$ cat src/rtl/chist_pkg.sv
// Shared types and constants for the clamped uniform histogram.
package chist_pkg;

   // Action codes carried by an input word
   localparam logic [1:0] ACT_CLEAR = 2'd0;
   localparam logic [1:0] ACT_ADD   = 2'd1;
   localparam logic [1:0] ACT_READ  = 2'd2;
   localparam logic [1:0] ACT_NONE  = 2'd3;

   // Fixed field widths
   localparam int SAMPLE_BITS = 32;
   localparam int SCALE_BITS  = 32;
   localparam int NBINS_BITS  = 7;
   localparam int BIN_NUM_BITS = 6;
   localparam int OUT_COUNT_BITS = 32;

   // Configuration register indexes
   localparam logic [1:0] CSR_RANGE_MIN   = 2'd0;
   localparam logic [1:0] CSR_BIN_SCALE   = 2'd1;
   localparam logic [1:0] CSR_BINS_IN_USE = 2'd2;

   // Command queue between front and back
   localparam int QUEUE_DEPTH = 4;
   localparam int QPTR_BITS   = 2;

   // One queued command: for add the clamped bin, for read-out the last bin
   typedef struct packed {
      logic [1:0]            action;
      logic [NBINS_BITS-1:0] sel;
   } cmd_type;

   // Status from the back end to the top level
   typedef struct packed {
      logic init_busy;
   } back_status_type;

endpackage

$ cat src/rtl/chist_if.sv
// Handshake interfaces for the sample and read-out channels.
interface chist_req_if;
   logic        valid;
   logic        ready;
   logic [1:0]  action;
   logic signed [31:0] sample;

   modport source (output valid, output action, output sample, input ready);
   modport sink   (input valid, input action, input sample, output ready);
endinterface


$ cat src/rtl/chist_front.sv
// Front end: takes input words, maps samples to clamped bins, queues commands.
module chist_front (
   input  logic               clock,
   input  logic               reset,
   chist_req_if.sink          req,
   input  logic               hold,
   input  logic signed [31:0] range_min,
   input  logic [31:0]        bin_scale,
   input  logic [chist_pkg::NBINS_BITS-1:0] last_sel,
   output logic               push,
   output chist_pkg::cmd_type push_data,
   input  logic               q_full
);

   // stage 1: difference to the lower edge
   logic                  s1_valid_ff, s1_valid_in;
   logic [1:0]            s1_action_ff;
   logic signed [32:0]    s1_diff_ff;
   logic [chist_pkg::NBINS_BITS-1:0] s1_last_ff;

   // stage 2: integer part of diff * scale
   logic                  s2_valid_ff, s2_valid_in;
   logic [1:0]            s2_action_ff;
   logic                  s2_nonpos_ff;
   logic [31:0]           s2_prod_hi_ff;
   logic [chist_pkg::NBINS_BITS-1:0] s2_last_ff;

   logic                  s2_needs_push;
   logic                  advance;
   logic                  take;
   logic [63:0]           product;

   assign s2_needs_push = s2_valid_ff && (s2_action_ff != chist_pkg::ACT_NONE);
   assign advance       = !(s2_needs_push && q_full);
   assign req.ready     = advance && !hold;
   assign take          = req.valid && req.ready;

   assign product = 64'(s1_diff_ff[31:0]) * 64'(bin_scale);

   always_comb begin
      s1_valid_in = advance ? take : s1_valid_ff;
      s2_valid_in = advance ? s1_valid_ff : s2_valid_ff;
   end

   always_ff @(posedge clock) begin
      if (reset) begin
         s1_valid_ff <= 1'b0;
         s2_valid_ff <= 1'b0;
      end else begin
         s1_valid_ff <= s1_valid_in;
         s2_valid_ff <= s2_valid_in;
      end
   end

   // payload stages
   always_ff @(posedge clock) begin
      if (advance) begin
         s1_action_ff  <= req.action;
         s1_diff_ff    <= 33'(req.sample) - 33'(range_min);
         s1_last_ff    <= last_sel;
         s2_action_ff  <= s1_action_ff;
         s2_nonpos_ff  <= s1_diff_ff[32] || (s1_diff_ff == '0);
         s2_prod_hi_ff <= product[63:32];
         s2_last_ff    <= s1_last_ff;
      end
   end

   // clamp to the bins in use and form the command
   always_comb begin
      push_data.action = s2_action_ff;
      if (s2_action_ff == chist_pkg::ACT_READ) begin
         push_data.sel = s2_last_ff;
      end else if (s2_nonpos_ff) begin
         push_data.sel = '0;
      end else if (s2_prod_hi_ff > 32'(s2_last_ff)) begin
         push_data.sel = s2_last_ff;
      end else begin
         push_data.sel = s2_prod_hi_ff[chist_pkg::NBINS_BITS-1:0];
      end
   end

   assign push = s2_needs_push && !q_full;

endmodule

$ cat src/flat_wrapper.sv
// flat-port wrapper written by rule: the top's interface ports become plain ports
module chist_front_flat 
  (clock, reset, hold, range_min, bin_scale, last_sel, push, push_data, q_full, req_valid, req_action, req_sample, req_ready);
  chist_req_if req_i ();
  input  logic clock;
  input  logic reset;
  input  logic hold;
  input  logic signed [31:0] range_min;
  input  logic [31:0] bin_scale;
  input  logic [chist_pkg::NBINS_BITS-1:0] last_sel;
  output logic push;
  output chist_pkg::cmd_type push_data;
  input  logic q_full;
  input wire logic [$bits(req_i.valid)-1:0] req_valid;
  input wire logic [$bits(req_i.action)-1:0] req_action;
  input wire logic [$bits(req_i.sample)-1:0] req_sample;
  output wire logic [$bits(req_i.ready)-1:0] req_ready;
  assign req_i.valid = req_valid;
  assign req_i.action = req_action;
  assign req_i.sample = req_sample;
  assign req_ready = req_i.ready;
  chist_front u_core (.clock(clock), .reset(reset), .req(req_i), .hold(hold), .range_min(range_min), .bin_scale(bin_scale), .last_sel(last_sel), .push(push), .push_data(push_data), .q_full(q_full));
endmodule
$ cat config.mk
export PLATFORM = sky130hd
export DESIGN_NAME = chist_front_flat
export DESIGN_NICKNAME = d
export VERILOG_FILES = /design/src/rtl/chist_pkg.sv /design/src/rtl/chist_if.sv /design/src/rtl/chist_front.sv /design/src/flat_wrapper.sv
export SDC_FILE = /design/constraint.sdc
export NUM_CORES = 2
export LEC_CHECK = 0
export ABC_AREA = 1
export ABC_CLOCK_PERIOD_IN_PS = 14400
export BUFFER_PORTS_ARGS = -buffer_cell sky130_fd_sc_hd__buf_2
export CORE_UTILIZATION = 50
export CTS_BUF_LIST = sky130_fd_sc_hd__clkbuf_4 sky130_fd_sc_hd__clkbuf_8
export DETAILED_ROUTE_END_ITERATION = 10
export GPL_ROUTABILITY_DRIVEN = 1
export GPL_TIMING_DRIVEN = 0
export PLACE_DENSITY_LB_ADDON = 0.1
export SLEW_MARGIN = 0
export SYNTH_ARGS = -nofsm -noshare
export SYNTH_HDL_FRONTEND = slang
export SYNTH_SLANG_ARGS = --single-unit
$ cat constraint.sdc
create_clock -name clock -period 14.4 [get_ports clock]
set_input_delay 0.72 -clock clock [delete_from_list [all_inputs] [get_ports clock]]
set_output_delay 0.72 -clock clock [all_outputs]
set_load 0.02 [all_outputs]
## After elaboration in Yosys (flattened, before gate mapping)

Index checks and enable logic that the tools add are counted.

| storage, ports and cells | value |
|---|---|
| bits of input ports | 110 |
| output and inout port bits | 11 |
| bits in registers | 86 |
| logic and storage cells | 27 |

| cells by class | value |
|---|---|
| $lt $le $gt $ge | 1 |
| muxes and demuxes | 3 |
| reductions and logical operators | 10 |
| multipliers | 1 |
| equality and inequality tests | 2 |
| add/sub/neg operators | 1 |

Operators by type and width:

| operator | number |
|---|---|
| multiplier 32 x 32 -> 64 bit | 1 |
| zero test 33 bit | 1 |
| subtractor 32 x 32 -> 33 bit | 1 |
| greater-than comparator 32 x 7 -> 1 bit | 1 |
| 2-to-1 mux 7 bit | 3 |
| logical AND 1 bit | 5 |
| zero test 1 bit | 3 |
| == test 2 bit, second input constant | 1 |
| != test 2 bit, second input constant | 1 |
| logical OR 1 bit | 1 |

## Logic depth before layout (Yosys ltp)

| logic depth | value |
|---|---|
| word-level depth | 6 |
| mapped depth | 32 |
| mapped depth without buffers | 30 |

## Worst setup path before layout

Ideal clock, no wire load.

| path | value |
|---|---|
| path type | input to register |
| from | in bin_scale[5] |
| to | reg u_core.s2_prod_hi_ff[29], data pin |
| arrival time | 6414 ps |
| library setup time | 252 ps |
| stages on the path | 25 |
| buffers on the path | 1 |
| slack | 7734 ps |
| path through | clkbuf_1 -> nand2_1 -> fa_1 -> inv_1 -> fa_1 -> fa_1 -> inv_1 -> fa_1 -> inv_1 -> fa_1 -> fa_1 -> fa_1 -> inv_1 -> fa_1 -> inv_1 -> ha_1 -> nand2_1 -> nor2_2 -> inv_2 -> nor2_2 -> inv_1 -> nor4_2 -> nand2_1 -> nand3_1 -> nand2_1 |

| between the ends | value |
|---|---|
| word-level cells in the longest chain between the ends | 1 |

RTL lines:

| element | line | RTL |
|---|---|---|
| start, declared | flat_wrapper.sv:9 | `input logic [31:0] bin_scale;` |
| multiplier 32 x 32 -> 64 bit | chist_front.sv:38 | `assign product = 64'(s1_diff_ff[31:0]) * 64'(bin_scale);` |
| net u_core.product[61] | chist_front.sv:31 | `logic [63:0] product;` |
| end signal, assigned | chist_front.sv:63 | `s2_prod_hi_ff <= product[63:32];` |
| end, declared | chist_front.sv:25 | `logic [31:0] s2_prod_hi_ff;` |

The timed path passes the listed nets, and every way through them passes these cells.
A chain may end at the register's enable or synchronous reset.

## Worst setup path after layout

| path | value |
|---|---|
| from | reg u_core.s1_diff_ff[10] |
| to | reg u_core.s2_prod_hi_ff[17], data pin |

| between the ends | value |
|---|---|
| word-level cells in the longest chain between the ends | 1 |

RTL lines:

| element | line | RTL |
|---|---|---|
| start, declared | chist_front.sv:18 | `logic signed [32:0] s1_diff_ff;` |
| start signal, assigned | chist_front.sv:59 | `s1_diff_ff <= 33'(req.sample) - 33'(range_min);` |
| multiplier 32 x 32 -> 64 bit | chist_front.sv:38 |  |
| net u_core.product[49] | chist_front.sv:31 |  |

The timed path passes the listed nets, and every way through them passes these cells.

==> results.tsv <==
metric	value	unit
cts_setup_buffers	0	
dpl_cell_area	42300	um2
dpl.hpwl	131	mm
viasPerCell	5.25	
fin_crit	8.75	ns
cap_violations	0	
path_max_fanout	10	
routed-via-count	34200	
post-route-period-util	60.8	%
wirelength	151	mm
antenna_found_initial	2	
cts_tree	yes	
routedWlPerCell	23.1	um
synth.avg_cell_area	7.56	um2
final_cell_area	42500	um2
slew_headroom	0.929	%
cts.path.max_buffers	2	
io_pins	121	
ys_types	34	
netlist.area_leader.share	44.4	%
slew_violations	0	
clk_pin_slew	0.10	ns
drive_above_1_share	3.14	%
cp.required	14.55	ns
synth_warnings	0	
die-area	81900	um2
synth-edff-count	84	
tightest_slew	1.49	ns
gp_congestion	1.02	
cp-start-kind	flip-flop	
synthToLayoutAreaGrowth	5.30	%
rsz0062_at_grt	false	
grt_pass1_wl	226	mm
grt-ovfl-total	0	
hold_viol	0	
synth_compound_area_share	3.51	%
synthFlopType	edfxtp_1	
outcome	completed	
syn_nets	6642	
synthMuxAreaShare	0	%
finalSetupViolations	0	
timing.setup.tns	0	ns
drt_pass1_iterations	5	
n_fill_cell	8142	
syn-cell-area	40400	um2
die_y	286	um
clock_latency	0.40	ns
initial_core_util	50.8	%
path_class	reg -> reg	
fin_nets	6774	
cts.sinks	86	
h-tree-depth	3	
cts_hold_buf	0	
yosys.area_share.adder	53.7	%
maxClockFrequency	114	MHz
fin_hold_ws	0.424	ns
dr.first_iter.drc_count	3371	
coreArea	79400	um2
clock-skew-final	0.0214	ns
worstPathArrival	8.90	ns
synth_top_area_cell	fa_1	
worstSetupEndpointType	flip-flop	
row_count	103	
ys_top_cells_by_count	1,723 x inv_1, 1,471 x nand2_1, 896 x fa_1	
cts_resized	0	
ys_ff_latch	86	
grt_pass1_vias	35300	
ys_seq_area_share	6.35	%
post_synth_and_or_nand_nor_area_fraction	17.6	%
cts_root_buf	clkbuf_8	
grt_max_degree	51	
track_usage	38.3	%
post-synth-top-count-cell	inv_1	
route.detailed.drc	0	
die_w	286	um
min_path_type	reg -> reg	
synth-async-reset-ratio	0	%
port_buffers	120	
cts_inserted_buffers	9	
synthXorXnorAreaFrac	0.673	%
syn_inst	5337	
drtAntennaViolNets	0	
synth.top_cells.by_area	fa_1 44%, inv_1 16%, nand2_1 14%	
synth_top_family_by_area	adder cells	
through the flow:
stage | utilization (%) | worst slack [ns] | instances
final | 53.5 | 5.65 | 6527
after CTS | 53.5 | 5.94 | 6524
after global routing | 53.5 | 5.38 | 6524
after detailed placement | 53.3 | 5.97 | 6508
after global placement | 53.3 | 5.92 | 6507
after floorplan | - | 7.73 | 5337
metal layers:
| layer | global-route usage, % | part of all wire (%) |
|---|---|---|
| met2 | 60.2 | 45 |
| met5 | 0 | 0.017 |
| met1 | 51.8 | 40 |
| met3 | 8.75 | 11 |
| met4 | 13.8 | 4.2 |
cell type report:
class	count	area, um2	share of cell area (%)
multi-input cells	3292	30500	71.7
inverters	1737	6520	15.3
flip-flops and latches	86	2560	6.03
well taps	1050	1310	3.09
plain buffers	222	833	1.96
repair buffers	121	628	1.48
clock buffers	10	131	0.309
clock inverters	6	46.3	0.109
diodes	3	7.51	0.0177
cells in the final DEF (no fill, tap or decap), drive strengths merged, types with 13 or more instances in the layout:
master and n:
nor4 17, a21oi 139, edfxtp 84, clkbuf 229, fa 896, ha 299, o21bai 13, nor2 187
nand3 76, nor3 27, a21o 13, nand2 1471, nand4 20, o21ai 81, buf 124, xor2 21
inv 1739
sequential cells by signal (all words and copies together) (netlist names):
signal	count
u_core.s1_diff_ff	33
u_core.s2_prod_hi_ff	32
u_core.s1_last_ff	7
u_core.s2_last_ff	7
u_core.s1_action_ff	2
u_core.s2_action_ff	2
u_core.s1_valid_ff	1
u_core.s2_nonpos_ff	1
u_core.s2_valid_ff	1
worst paths after layout:
path                               start                  endpoint  slack (ns)  cells after the start
hold reg to reg   u_core.s1_action_ff[0]    u_core.s2_action_ff[0]        0.42                      0
hold / removal    u_core.s1_action_ff[0]    u_core.s2_action_ff[0]        0.42                      0
setup / recovery   u_core.s1_diff_ff[10]  u_core.s2_prod_hi_ff[17]        5.65                     25
setup reg to reg   u_core.s1_diff_ff[10]  u_core.s2_prod_hi_ff[17]        5.65                     25
critical path, cell delays in order, from the launching register on:
cell,delay (ns)
edfxtp_1,0.34
clkbuf_1,0.73
clkbuf_1,1.15
nand2_1,0.12
inv_1,0.11
fa_1,0.43
fa_1,0.56
inv_1,0.08
fa_1,0.47
fa_1,0.53
fa_1,0.55
inv_1,0.05
fa_1,0.46
fa_1,0.56
fa_1,0.69
ha_1,0.31
nand2_1,0.15
inv_1,0.05
a21oi_1,0.27
o21ai_0,0.22
nand2_1,0.11
nand3_1,0.14
a21oi_1,0.21
nand2_1,0.07
nand2_1,0.05
nand2_1,0.05
kinds of logic after synthesis:
logic type                 Yosys count
buffers and inverters             1959
and+or+nand+nor                   1807
adders and majority gates         1195
AOI/OAI and AO/OA                  259
DFF                                 86
xor gates and xnor gates            31
Power is not shown: default switching activity piles up to over one toggle a cycle in this logic, so the estimate is an artifact.
