<file path="src/rtl/chist_pkg.sv">
// Shared types and constants for the clamped uniform histogram.
package chist_pkg;

   // Action codes carried by an input word
   localparam logic [1:0] ACT_CLEAR = 2'd0;
   localparam logic [1:0] ACT_ADD   = 2'd1;
   localparam logic [1:0] ACT_READ  = 2'd2;
   localparam logic [1:0] ACT_NONE  = 2'd3;

   // Fixed field widths
   localparam int SAMPLE_BITS = 32;
   localparam int SCALE_BITS  = 32;
   localparam int NBINS_BITS  = 7;
   localparam int BIN_NUM_BITS = 6;
   localparam int OUT_COUNT_BITS = 32;

   // Configuration register indexes
   localparam logic [1:0] CSR_RANGE_MIN   = 2'd0;
   localparam logic [1:0] CSR_BIN_SCALE   = 2'd1;
   localparam logic [1:0] CSR_BINS_IN_USE = 2'd2;

   // Command queue between front and back
   localparam int QUEUE_DEPTH = 4;
   localparam int QPTR_BITS   = 2;

   // One queued command: for add the clamped bin, for read-out the last bin
   typedef struct packed {
      logic [1:0]            action;
      logic [NBINS_BITS-1:0] sel;
   } cmd_type;

   // Status from the back end to the top level
   typedef struct packed {
      logic init_busy;
   } back_status_type;

endpackage

</file>
<file path="src/rtl/chist_fifo.sv">
// Short command queue between the front end and the back end.
module chist_fifo (
   input  logic                clock,
   input  logic                reset,
   input  logic                push,
   input  chist_pkg::cmd_type  push_data,
   output logic                full,
   input  logic                pop,
   output logic                not_empty,
   output chist_pkg::cmd_type  head
);

   chist_pkg::cmd_type                  slot_ff [chist_pkg::QUEUE_DEPTH];
   logic [chist_pkg::QPTR_BITS-1:0]     wr_ptr_ff, wr_ptr_in;
   logic [chist_pkg::QPTR_BITS-1:0]     rd_ptr_ff, rd_ptr_in;
   logic [chist_pkg::QPTR_BITS:0]       count_ff, count_in;

   assign full      = (count_ff == (chist_pkg::QPTR_BITS + 1)'(chist_pkg::QUEUE_DEPTH));
   assign not_empty = (count_ff != '0);
   assign head      = slot_ff[rd_ptr_ff];

   // pointer and fill count update
   always_comb begin
      wr_ptr_in = push ? wr_ptr_ff + 1'b1 : wr_ptr_ff;
      rd_ptr_in = pop  ? rd_ptr_ff + 1'b1 : rd_ptr_ff;
      count_in  = count_ff;
      if (push && !pop) begin
         count_in = count_ff + 1'b1;
      end else if (pop && !push) begin
         count_in = count_ff - 1'b1;
      end
   end

   always_ff @(posedge clock) begin
      if (reset) begin
         wr_ptr_ff <= '0;
         rd_ptr_ff <= '0;
         count_ff  <= '0;
      end else begin
         wr_ptr_ff <= wr_ptr_in;
         rd_ptr_ff <= rd_ptr_in;
         count_ff  <= count_in;
      end
   end

   // storage: payload only
   always_ff @(posedge clock) begin
      if (push) begin
         slot_ff[wr_ptr_ff] <= push_data;
      end
   end

endmodule

</file>
<file path="config.mk">
export PLATFORM = sky130hd
export DESIGN_NAME = chist_fifo
export DESIGN_NICKNAME = d
export VERILOG_FILES = /design/src/rtl/chist_pkg.sv /design/src/rtl/chist_fifo.sv
export SDC_FILE = /design/constraint.sdc
export NUM_CORES = 1
export LEC_CHECK = 0
export BUFFER_PORTS_ARGS = -buffer_cell sky130_fd_sc_hd__buf_4
export CAP_MARGIN = 20
export CORE_ASPECT_RATIO = 1.25
export CORE_MARGIN = 2
export CORE_UTILIZATION = 40
export CTS_CLUSTER_DIAMETER = 40
export DETAILED_ROUTE_END_ITERATION = 8
export PLACE_DENSITY = 0.68
export SETUP_SLACK_MARGIN = 0.02
export SLEW_MARGIN = 20
export SYNTH_ARGS = -nofsm -noshare
export SYNTH_HDL_FRONTEND = slang
export SYNTH_SLANG_ARGS = --single-unit
export TNS_END_PERCENT = 1
</file>
<file path="constraint.sdc">
create_clock -name clock -period 1.8 [get_ports clock]
set_input_delay 0.27 -clock clock [delete_from_list [all_inputs] [get_ports clock]]
set_output_delay 0.27 -clock clock [all_outputs]
set_load 0.01 [all_outputs]
</file>
== Word-level counts from Yosys, hierarchy flattened ==
Memory sizes are Yosys's and may differ from the RTL's. A register that Yosys moved wholly into a read port is not among the register bits.
Index checks and enable logic that the tools add are counted.

* Register bits: 7
* Bits in writable memories: 36
* Bits of input ports: 13
* Output and inout bits: 11
* Word-level logic and storage cells: 21
* Memories kept: 1

{| class="wikitable"
|+ Memories
! memory !! words !! width !! rd ports !! clocked after memory_dff !! write ports !! line !! text
|-
| slot_ff || 4 || 9 || 1 || 1 || 1 || chist_fifo.sv:13 || <nowiki>chist_pkg::cmd_type slot_ff [chist_pkg::QUEUE_DEPTH];</nowiki>
|}

* Add/subtract/negate cells: 4
* Equality and inequality tests: 1
* Mux-type cells: 6
* Reductions and logical operators: 6

{| class="wikitable"
|+ Operators by type and width
! kind !! count
|-
| 3-bit two-way mux || 2
|-
| 2-bit by 1-bit adder with 2-bit output, second input constant || 2
|-
| 2-bit two-way mux || 2
|-
| 3-bit by 1-bit adder with 3-bit output, second input constant || 1
|-
| 3-bit equality test, second input constant || 1
|-
| 3-bit nonzero test || 1
|-
| 3-bit by 1-bit subtractor with 3-bit output, second input constant || 1
|-
| 1-bit logical AND || 2
|-
| 1-bit zero test || 2
|-
| 1-bit two-way mux || 2
|-
| 2-bit nonzero test || 1
|}

== Depth between registers and ports, before layout ==
Gate-level depths: netlist (run 1).

* Depth in word-level cells: 4
* Mapped depth: 7
* Depth with buffers taken out: 7

== Worst setup path before layout (run 1) ==
Ideal clock, no wire load.

* Kind: input to register
* Start: in pop
* End: reg count_ff[2] in the netlist's numbering
* Library setup time: 0.070 ns
* Arrival: 1.460 ns
* Data required time: 1.730 ns
* Slack: 0.270 ns
* Cell stages on the path: 7
* Buffers on the path: 0
* Cell sequence: inv_1 -> ha_1 -> inv_1 -> fa_1 -> xor2_1 -> or3_1 -> a21oi_1

* Cells in the longest elaborated chain, start to end: 3
* Elaborated cells on any way between the ends: 5
* Classes of those cells: 1 x mux; 4 x reduce/logical

{| class="wikitable"
|+ Ends and longest elaborated chain
! what !! line !! text
|-
| from (decl) || chist_fifo.sv:8 || <nowiki>input logic pop,</nowiki>
|-
| 1-bit zero test || chist_fifo.sv:27 || <nowiki>if (push && !pop) begin</nowiki>
|-
| 1-bit logical AND || chist_fifo.sv:27 ||
|-
| 3-bit two-way mux / 2-bit nonzero test (equally long branches) || -- ||
|-
| to (signal assigned) || chist_fifo.sv:42 || <nowiki>count_ff <= count_in;</nowiki>
|-
| to (decl) || chist_fifo.sv:16 || <nowiki>logic [chist_pkg::QPTR_BITS:0] count_ff, count_in;</nowiki>
|}

Several ways; a longest one is shown, not always the timed one.
A chain may end at the register's enable or synchronous reset.

==> results_dict.tcl, run 1 <==
set metrics [dict create \
    ff2ff_path_depth 4 \
    start_util_pct 41.9 \
    coreArea_um2 4130 \
    synth_top_area_share_pct 62.5 \
    synthXorXnorAreaFrac_pct 2.53 \
    tritoncts "done" \
    synth_warnings 0 \
    cp-start-kind "flop" \
    r2r_start "count_ff[0]" \
    cap_violations 0 \
    synth_area_leaders "edfxtp_1 62%, mux4_2 12%, dfxtp_1 10%, ha_1 3.6%, nor2_1 1.5%" \
    dr.first_iter.drc_count 22 \
    hold_viol 0 \
    drive_above_1_share_pct 34.7 \
    post-place-ws_ns -0.0143 \
    min_path_cells 1 \
    r2r_slack_ns 0.28 \
    worstPathRequired_ns 1.53 \
    route.detailed.drc 0 \
    cpPeakStageDelay_ns 0.52 \
    ctsRootBufferMaster "clkbuf_8" \
    holdBufCountCts 0 \
    critical_path_class "flop to primary output" \
    synthAdderAreaFrac_pct 4.77 \
    outcome "completed" \
    rows 26 \
    async_reset_ff_share_pct 0 \
    avgViaCountPerCell 4.61 \
    rsz0062_at_grt "true" \
    yosysMostFrequentCell "edfxtp_1" \
    post-route-period-util_pct 95.9 \
    dieHeight_um 77.5 \
    synth_area_um2 1730 \
    wl_per_cell_um 14.8 \
    gp_congestion 0.665 \
    setup_violations 0 \
    cts_buffers 5 \
    hp-start "push_data[2]" \
    cp-end-kind "primary output" \
    hpwl_um 1740 \
    drtPass1Iterations 4 \
    h-tree-depth 2 \
    stdcell_count 177 \
    regToRegEndpoint "count_ff[2]" \
    syn_nets 110 \
    ys_seq_area_share_pct 72.9 \
    netlist_top_cells_count "36 x edfxtp_1, 9 x dfxtp_1, 9 x mux4_2" \
    p_leak_nw 0.753 \
    synth_cells 91 \
    power.density_nw_per_um2 1010 \
    hold_end "slot_ff[0][2]" \
    die_w_um 62.8 \
    grt_pass1_wl_um 4230 \
    maxSlewViolCount 0 \
    clockBufferDepth 2 \
    critPathMaxFanout 5 \
    synth_top_family_by_area "multiplexers" \
    grt_usage_pct 11.8 \
    min_period_ns 1.73 \
    clk_latency_ns 0.29 \
    max-vdd-ir-drop_v 0.000794 \
    grt_max_degree 14 \
    arrival_ns 1.46 \
    synth_cell_type_count 19 \
    crit_slowest_cell "mux4_2" \
    crit_family "multiplexers" \
    critPathBufInv 2 \
    dieArea_um2 4870 \
    yosys.area.top_type "edfxtp_1" \
    portBuffers 23 \
    area_growth_pct 20.4 \
    ys.flop_type "edfxtp_1" \
    diodes 0 \
    synth-seq-cells 45 \
    slew_headroom_pct 66.9 \
    synth-compound-area-share_pct 0.578 \
    nets 139 \
    antenna_found_initial 0 \
    maxClockFrequency_mhz 579 \
    vias 816 \
    skew_ns 0.0124 \
    fin_util_pct 50.4 \
    clkTransAtPathRegs_ns 0.08 \
    hold_class "input pin to flop" \
    muxShareOfSynthArea_pct 12.9 \
    synthSimpleGateAreaFrac_pct 4.34 \
    synth_area_per_cell_um2 19.0 \
    ios 24 \
    seq_area_um2 1270 \
    cts_sinks 45 \
    fillers 345 \
    drt_wl_total_um 2610 \
    ant_nets 0 \
    overflow 0 \
    multiInputGateArea_um2 434 \
    dpl.cell_count 168 \
    worst_pin_slew_ns 0.497 \
    grt_pass1_vias 853 \
    synth_edf_count 36 \
    path_cells "buf_8 -> mux4_2 -> buf_6" \
    layout_setup_ws_ns 0.0730 \
]
-- power breakdown --
group | internal [mW] | total, mW | switching [mW]
combinational | 0.172 | 0.304 | 0.132
sequential | 1.19 | 1.23 | 0.0392
clock | 0.272 | 0.575 | 0.302
-- sequential cells by signal, indices dropped and copies added, names as in the netlist, named ones only --
register,flops
count_ff,3
rd_ptr_ff,2
slot_ff,36
wr_ptr_ff,2
-- worst max-delay path by stage --
stage | from | depth (start not counted) | to
floorplan | pop | 7 | count_ff[2]
global placement | pop | 8 | count_ff[2]
detailed placement | pop | 8 | count_ff[2]
CTS | flop | 3 | head[4]
global route | flop | 3 | head[1]
finish | flop | 3 | head[4]
-- per-stage QoR --
stage	TNS (ns)	power [mW]	cell area (µm²)	hold WS (ns)
floorplan	0	1.41	1730	0.369
global placement	0	1.52	1960	0.469
detailed placement	-0.0143	1.54	1960	0.474
CTS	0	2.11	2050	0.165
global route	0	2.20	2080	0.163
finish	0	2.11	2080	0.173
-- what timing repair did --
item	4_1_cts	5_1_grt
gates cloned	0	1
resized for setup	1	5
endpoints found under the setup margin	2	9
setup buffers	0	0
-- placed cells by master (no fill, tap or decap) --
cell type	netlist	layout
o21ai_0	1	1
ha_1	5	5
nor2_1	7	7
edfxtp_1	36	36
clkbuf_8	0	5
or3_1	2	2
and2_1	4	4
nand2_1	1	1
nor3b_1	1	1
xor2_1	3	3
buf_6	1	1
mux2i_1	2	2
clkbuf_16	0	1
dfxtp_2	0	1
dfxtp_1	9	7
fa_1	1	1
mux4_2	9	9
dfxtp_4	0	1
a21oi_1	1	1
buf_4	0	22
inv_1	4	4
clkbuf_1	1	2
xnor2_1	2	2
clkinv_2	0	1
buf_8	0	1
-- metal layers --
metal | global-route usage (%) | part of all wire (%)
met5 | 0 | 0
met4 | 4.00 | 1.2
met3 | 4.06 | 4.7
met2 | 19.4 | 51
met1 | 14.7 | 43
-- cells by family (layout without fill, tap and decap cells) --
logic type | count (synthesis) | after routing
XOR/XNOR | 5 | 5
multiplexers | 11 | 11
AO/OA/AOI/OAI | 2 | 2
flip-flops | 45 | 45
AND/OR/NAND/NOR | 15 | 15
buffers and inverters | 7 | 37
adder cells (fa/ha/maj) | 6 | 6
-- final cells by class --
cell class | instances | area share [%]
Sequential cell | 45 | 60.8
Multi-Input combinational cell | 39 | 20.8
Timing Repair Buffer | 25 | 10.4
Clock buffer | 7 | 3.66
Tap cell | 56 | 3.36
Inverter | 4 | 0.721
Clock inverter | 1 | 0.240
No activity file was read; power rests on OpenSTA's default activity.
==> inputs of run 2 (changes only) <==
- ABC_AREA: default -> 1
==> run 2 against run 1 <==
Sequential share of layout area decreased by 3.2 points. Clock power decreased by 0.9%. Via count increased by 40%. Register-to-register slack improved by 0.21 ns. Area after synthesis increased by 8.8%. First-iteration DRC count increased to 2.7 times the previous value. Worst setup slack improved by 0.072 ns. Count of clock-buffer cells in the layout decreased by 2. Cell count increased by 32%. Wire length increased by 27%. Clock skew decreased by 0.0081 ns. Critical endpoint is now head[5]. Largest cell class unchanged.
==> results_dict.tcl, run 2 <==
set metrics [dict create \
    layout_setup_ws_ns 0.145 \
    ys.flop_type "edfxtp_1" \
    synth_cell_type_count 20 \
    yosys.area.top_type "edfxtp_1" \
    dr.first_iter.drc_count 59 \
    overflow 0 \
    fin_util_pct 49.1 \
    tritoncts "done" \
    async_reset_ff_share_pct 0 \
    seq_area_um2 1260 \
    fin_tns_setup_ns 0 \
    hp-start "reset" \
    drt_wl_total_um 3300 \
    gp_congestion 0.744 \
    synth-seq-cells 45 \
    largest-register "slot_ff" \
    synth_area_leaders "edfxtp_1 57%, dfxtp_1 9.6%, o22ai_2 6.0%, o21ai_0 5.6%, ha_1 3.3%" \
    skew_ns 0.00430 \
    synth_edf_count 36 \
    coreArea_um2 4460 \
    rsz0062_at_grt "false" \
    die_w_um 65.4 \
    syn_nets 164 \
    hpwl_um 2360 \
    r2r_start "wr_ptr_ff[1]" \
    top_regs "slot_ff (36), count_ff (3)" \
    drive_above_1_share_pct 30.7 \
    dieHeight_um 80.7 \
    cap_violations 0 \
    arrival_ns 1.38 \
    critPathMaxFanout 6 \
    route.detailed.drc 0 \
    worstPathRequired_ns 1.53 \
    max-vdd-ir-drop_v 0.000456 \
    worst_pin_slew_ns 0.420 \
    holdBufCountCts 0 \
    cp-start-kind "flop" \
    placed_area_um2 2110 \
    finalPower_mw 2.08 \
    synth_area_um2 1880 \
    cpPeakStageDelay_ns 0.48 \
    grt_pass1_vias 1257 \
    vias 1144 \
    maxClockFrequency_mhz 604 \
    dieArea_um2 5280 \
    ios 24 \
    cts_sinks 45 \
    grt_pass1_wl_um 5600 \
    drtPass1Iterations 4 \
    cp_num_cells 4 \
    multiInputGateArea_um2 508 \
    hold_class "input pin to flop" \
    r2r_slack_ns 0.49 \
    outcome "completed" \
    ff2ff_path_depth 4 \
    start_util_pct 42.2 \
    min_period_ns 1.65 \
    crit_family "flip-flops" \
    regToRegEndpoint "slot_ff[1][4]" \
    whs_ns 0.136 \
    grt_usage_pct 14.6 \
    p_leak_nw 0.864 \
    layout_commonest_cell "edfxtp_1" \
    clkTransAtPathRegs_ns 0.08 \
    portBuffers 23 \
    layout_common_cells "36 x edfxtp_1, 26 x buf_4, 21 x o21ai_0" \
    cts_buffers 5 \
    power.density_nw_per_um2 950 \
    area_growth_pct 16.3 \
    setup_violations 0 \
    avgViaCountPerCell 4.89 \
    path_cells "buf_4 -> o21ai_0 -> o22ai_2 -> buf_4" \
    post-route-period-util_pct 91.9 \
    hold_viol 0 \
    clk_latency_ns 0.29 \
    yosysMostFrequentCell "edfxtp_1" \
    stdcell_count 234 \
    critPathBufInv 2 \
    crit_slowest_cell "dfxtp_1" \
    h-tree-depth 2 \
    ant_nets 0 \
    synth_area_per_cell_um2 13.0 \
    post_cts_buffers 0 \
    grt_max_degree 19 \
    dpl.cell_count 226 \
    fillers 418 \
    cts_resized 0 \
    nets 194 \
    diodes 0 \
    synth_top_area_share_pct 57.4 \
    crit_path_frequent_cell "buf_4" \
    antenna_found_initial 0 \
    slew_headroom_pct 71.9 \
    cp-end-kind "primary output" \
    ctsRootBufferMaster "clkbuf_8" \
    synth_warnings 0 \
    synth_cells 145 \
    worstSetupEndpoint "head[5]" \
    maxSlewViolCount 0 \
    rows 27 \
    post-place-ws_ns 0.270 \
    clockBufferDepth 2 \
    largest_register_ffs 36 \
    critical_path_class "flop to primary output" \
    wl_per_cell_um 14.1 \
    design_area_um2 2190 \
    ys_seq_area_share_pct 67.0 \
    netlist_top_cells_count "36 x edfxtp_1, 21 x o21ai_0, 16 x inv_1, 16 x nor2_1, 10 x nand2_1" \
]
run 2: how the worst min path moves through the flow:
stage                   end  slack, ns  depth (start not counted)
2_1_floorplan   count_ff[0]       0.34                          1
3_3_place_gp   rd_ptr_ff[1]       0.43                          1
3_5_place_dp           flop       0.43                          1
4_1_cts         count_ff[0]       0.13                          2
5_1_grt         count_ff[0]       0.14                          2
6_report        count_ff[0]       0.14                          2
run 2: kinds of logic (layout without fill, tap and decap cells):
group | count (synthesis) | in the layout | synth area share (%)
and+or+nand+nor | 38 | 38 | 9.04
AOI/OAI and AO/OA | 35 | 35 | 13.1
DFF | 45 | 45 | 67.0
adders and majority gates | 6 | 6 | 4.39
buffers and inverters | 20 | 51 | 6.05
xor gates and xnor gates | 1 | 1 | 0.465
run 2: layout make-up:
cell class | count | share of cell area [%]
Sequential cell | 45 | 57.6
Multi-Input combinational cell | 80 | 23.2
Timing Repair Buffer | 26 | 8.91
Tap cell | 58 | 3.31
Inverter | 17 | 3.26
Clock buffer | 5 | 3.14
Clock inverter | 3 | 0.571
run 2: routing by layer:
layer | vias up | GRT usage [%] | share of wire [%]
li1 | 565 | - | -
met1 | 542 | 14.6 | 39
met2 | 31 | 27.6 | 54
met3 | 6 | 4.06 | 5.3
met4 | 0 | 6.88 | 1.9
met5 | - | 0 | 0
run 2: power breakdown:
group	switching [mW]	total [mW]	internal, mW
combinational	0.166	0.299	0.133
sequential	0.0328	1.21	1.18
clock	0.309	0.570	0.261
==> inputs of run 3 (changes only) <==
- ABC_AREA: 1 -> default
- TNS_END_PERCENT: 1 -> default
- clock period: 1.8 -> 1.9 ns (I/O delays scaled with it)
==> run 3 against run 2 <==
Die area shrank 7.7%. Sequential power decreased by 4%. Critical endpoint is now head[4]. Combinational power fell by 9.4%. Largest cell class unchanged. Flip-flop and latch count did not move.
==> results_dict.tcl, run 3 (synthesized netlist as in run 1, its figures left out) <==
set metrics [dict create \
    layout_commonest_cell "edfxtp_1" \
    power.density_nw_per_um2 978 \
    dr_wl_met2_um 1320 \
    comb_power_share_pct 13.5 \
    finalPower_mw 2.01 \
    worst_pin_slew_ns 0.484 \
    cp-end-kind "primary output" \
    drtPass1Iterations 4 \
    critPathMaxFanout 9 \
    min_period_ns 1.75 \
    r2r_slack_ns 0.38 \
    tritoncts "done" \
    regToRegEndpoint "count_ff[2]" \
    coreArea_um2 4130 \
    avgViaCountPerCell 4.69 \
    ios 24 \
    arrival_ns 1.47 \
    grt_pass1_vias 868 \
    hpwl_um 1730 \
    largest-register "slot_ff" \
    slew_headroom_pct 67.8 \
    post_cts_buffers 0 \
    rsz0062_at_grt "false" \
    diodes 0 \
    dieArea_um2 4870 \
    antenna_found_initial 0 \
    post-place-ws_ns 0.0984 \
    rows 26 \
    maxSlewViolCount 0 \
    h-tree-depth 2 \
    grt_pass1_wl_um 4300 \
    setup_violations 0 \
    skew_ns 0.00638 \
    worstSetupEndpoint "head[4]" \
    layout_setup_ws_ns 0.146 \
    portBuffers 23 \
    cts_sinks 45 \
    critical_path_class "flop to primary output" \
    outcome "completed" \
    gp_congestion 0.665 \
    vias 825 \
    ctsRootBufferMaster "clkbuf_8" \
    area_growth_pct 18.7 \
    met1Wirelength_um 1150 \
    nets 138 \
    clockBufferDepth 2 \
    top_regs "slot_ff (36), count_ff (3)" \
    r2r_start "count_ff[0]" \
    maxClockFrequency_mhz 570 \
    max-vdd-ir-drop_v 0.000568 \
    swShare_pct 21.8 \
    clk_latency_ns 0.29 \
    layout_common_cells "36 x edfxtp_1, 23 x buf_4, 9 x mux4_2, 9 x dfxtp_1, 7 x nor2_1" \
    p_leak_nw 0.742 \
    hold_viol 0 \
    dieHeight_um 77.5 \
    grt_max_degree 14 \
    largest_register_ffs 36 \
    hold_class "input pin to flop" \
    fin_tns_setup_ns 0 \
    ff2ff_path_depth 4 \
    cap_violations 0 \
    overflow 0 \
    dr.first_iter.drc_count 13 \
    dr_wl_met3_um 95 \
    power.share.sequential_pct 57.7 \
    holdBufCountCts 0 \
    ant_nets 0 \
    grt_usage_pct 12.1 \
    cts_buffers 5 \
    drive_above_1_share_pct 32.5 \
    routed.top_layer "met4" \
    pwr-share-clk_pct 28.8 \
    switchingPower_mw 0.439 \
    die_w_um 62.8 \
    wl_per_cell_um 14.7 \
    worstPathRequired_ns 1.62 \
    p_int_mw 1.57 \
    clkTransAtPathRegs_ns 0.08 \
    cp-start-kind "flop" \
    drt_wl_total_um 2580 \
    start_util_pct 41.9 \
    post-route-period-util_pct 92.3 \
    route.detailed.drc 0 \
    cts_resized 0 \
]
run 3: per-layer routing:
layer | vias to the layer above | GRT usage (%)
li1 | 396 | -
met1 | 408 | 14.5
met2 | 19 | 19.7
met3 | 2 | 2.61
met4 | 0 | 8.00
met5 | - | 0
run 3: worst min path at each step:
stage               depth (start not counted)    startpoint  slack (ns)             to
floorplan                                   0  push_data[0]        0.38  slot_ff[0][0]
global placement                            2   count_ff[2]        0.48    count_ff[2]
detailed placement                          1  push_data[6]        0.49  slot_ff[3][6]
CTS                                         1  push_data[0]        0.18  slot_ff[0][0]
global route                                1  push_data[0]        0.18  slot_ff[1][0]
finish                                      1  push_data[5]        0.20  slot_ff[1][5]
run 3: layout make-up:
type | count | area [µm²]
fill | 346 | 2080
tap | 56 | 70.1
sequential | 45 | 1260
timing repair buffer | 24 | 184
multi-input combinational | 39 | 434
clock buffer | 8 | 90.1
inverter | 4 | 15.0
run 3: power groups by stage:
stage | Sequential, mW | Combinational [mW] | Clock [mW]
finish | 1.16 | 0.271 | 0.579
global route | 1.17 | 0.297 | 0.636
CTS | 1.16 | 0.275 | 0.600
floorplan | 1.17 | 0.168 | 0
detailed placement | 1.18 | 0.275 | 0
global placement | 1.18 | 0.265 | 0
run 3: through the flow:
| stage | util [%] | instance area [µm²] | instances | hold slack [ns] |
|---|---|---|---|---|
| after floorplan | - | 1730 | 91 | 0.384 |
| after global placement | 47.5 | 1960 | 168 | 0.478 |
| after detailed placement | 47.5 | 1960 | 168 | 0.489 |
| after CTS | 49.6 | 2050 | 176 | 0.184 |
| after global routing | 49.7 | 2050 | 176 | 0.183 |
| final | 49.7 | 2050 | 176 | 0.196 |
run 3: critical path, stage by stage (launching register included):
cell and delay, ns:
dfxtp_1 0.32, buf_6 0.17, mux4_2 0.53, buf_4 0.16
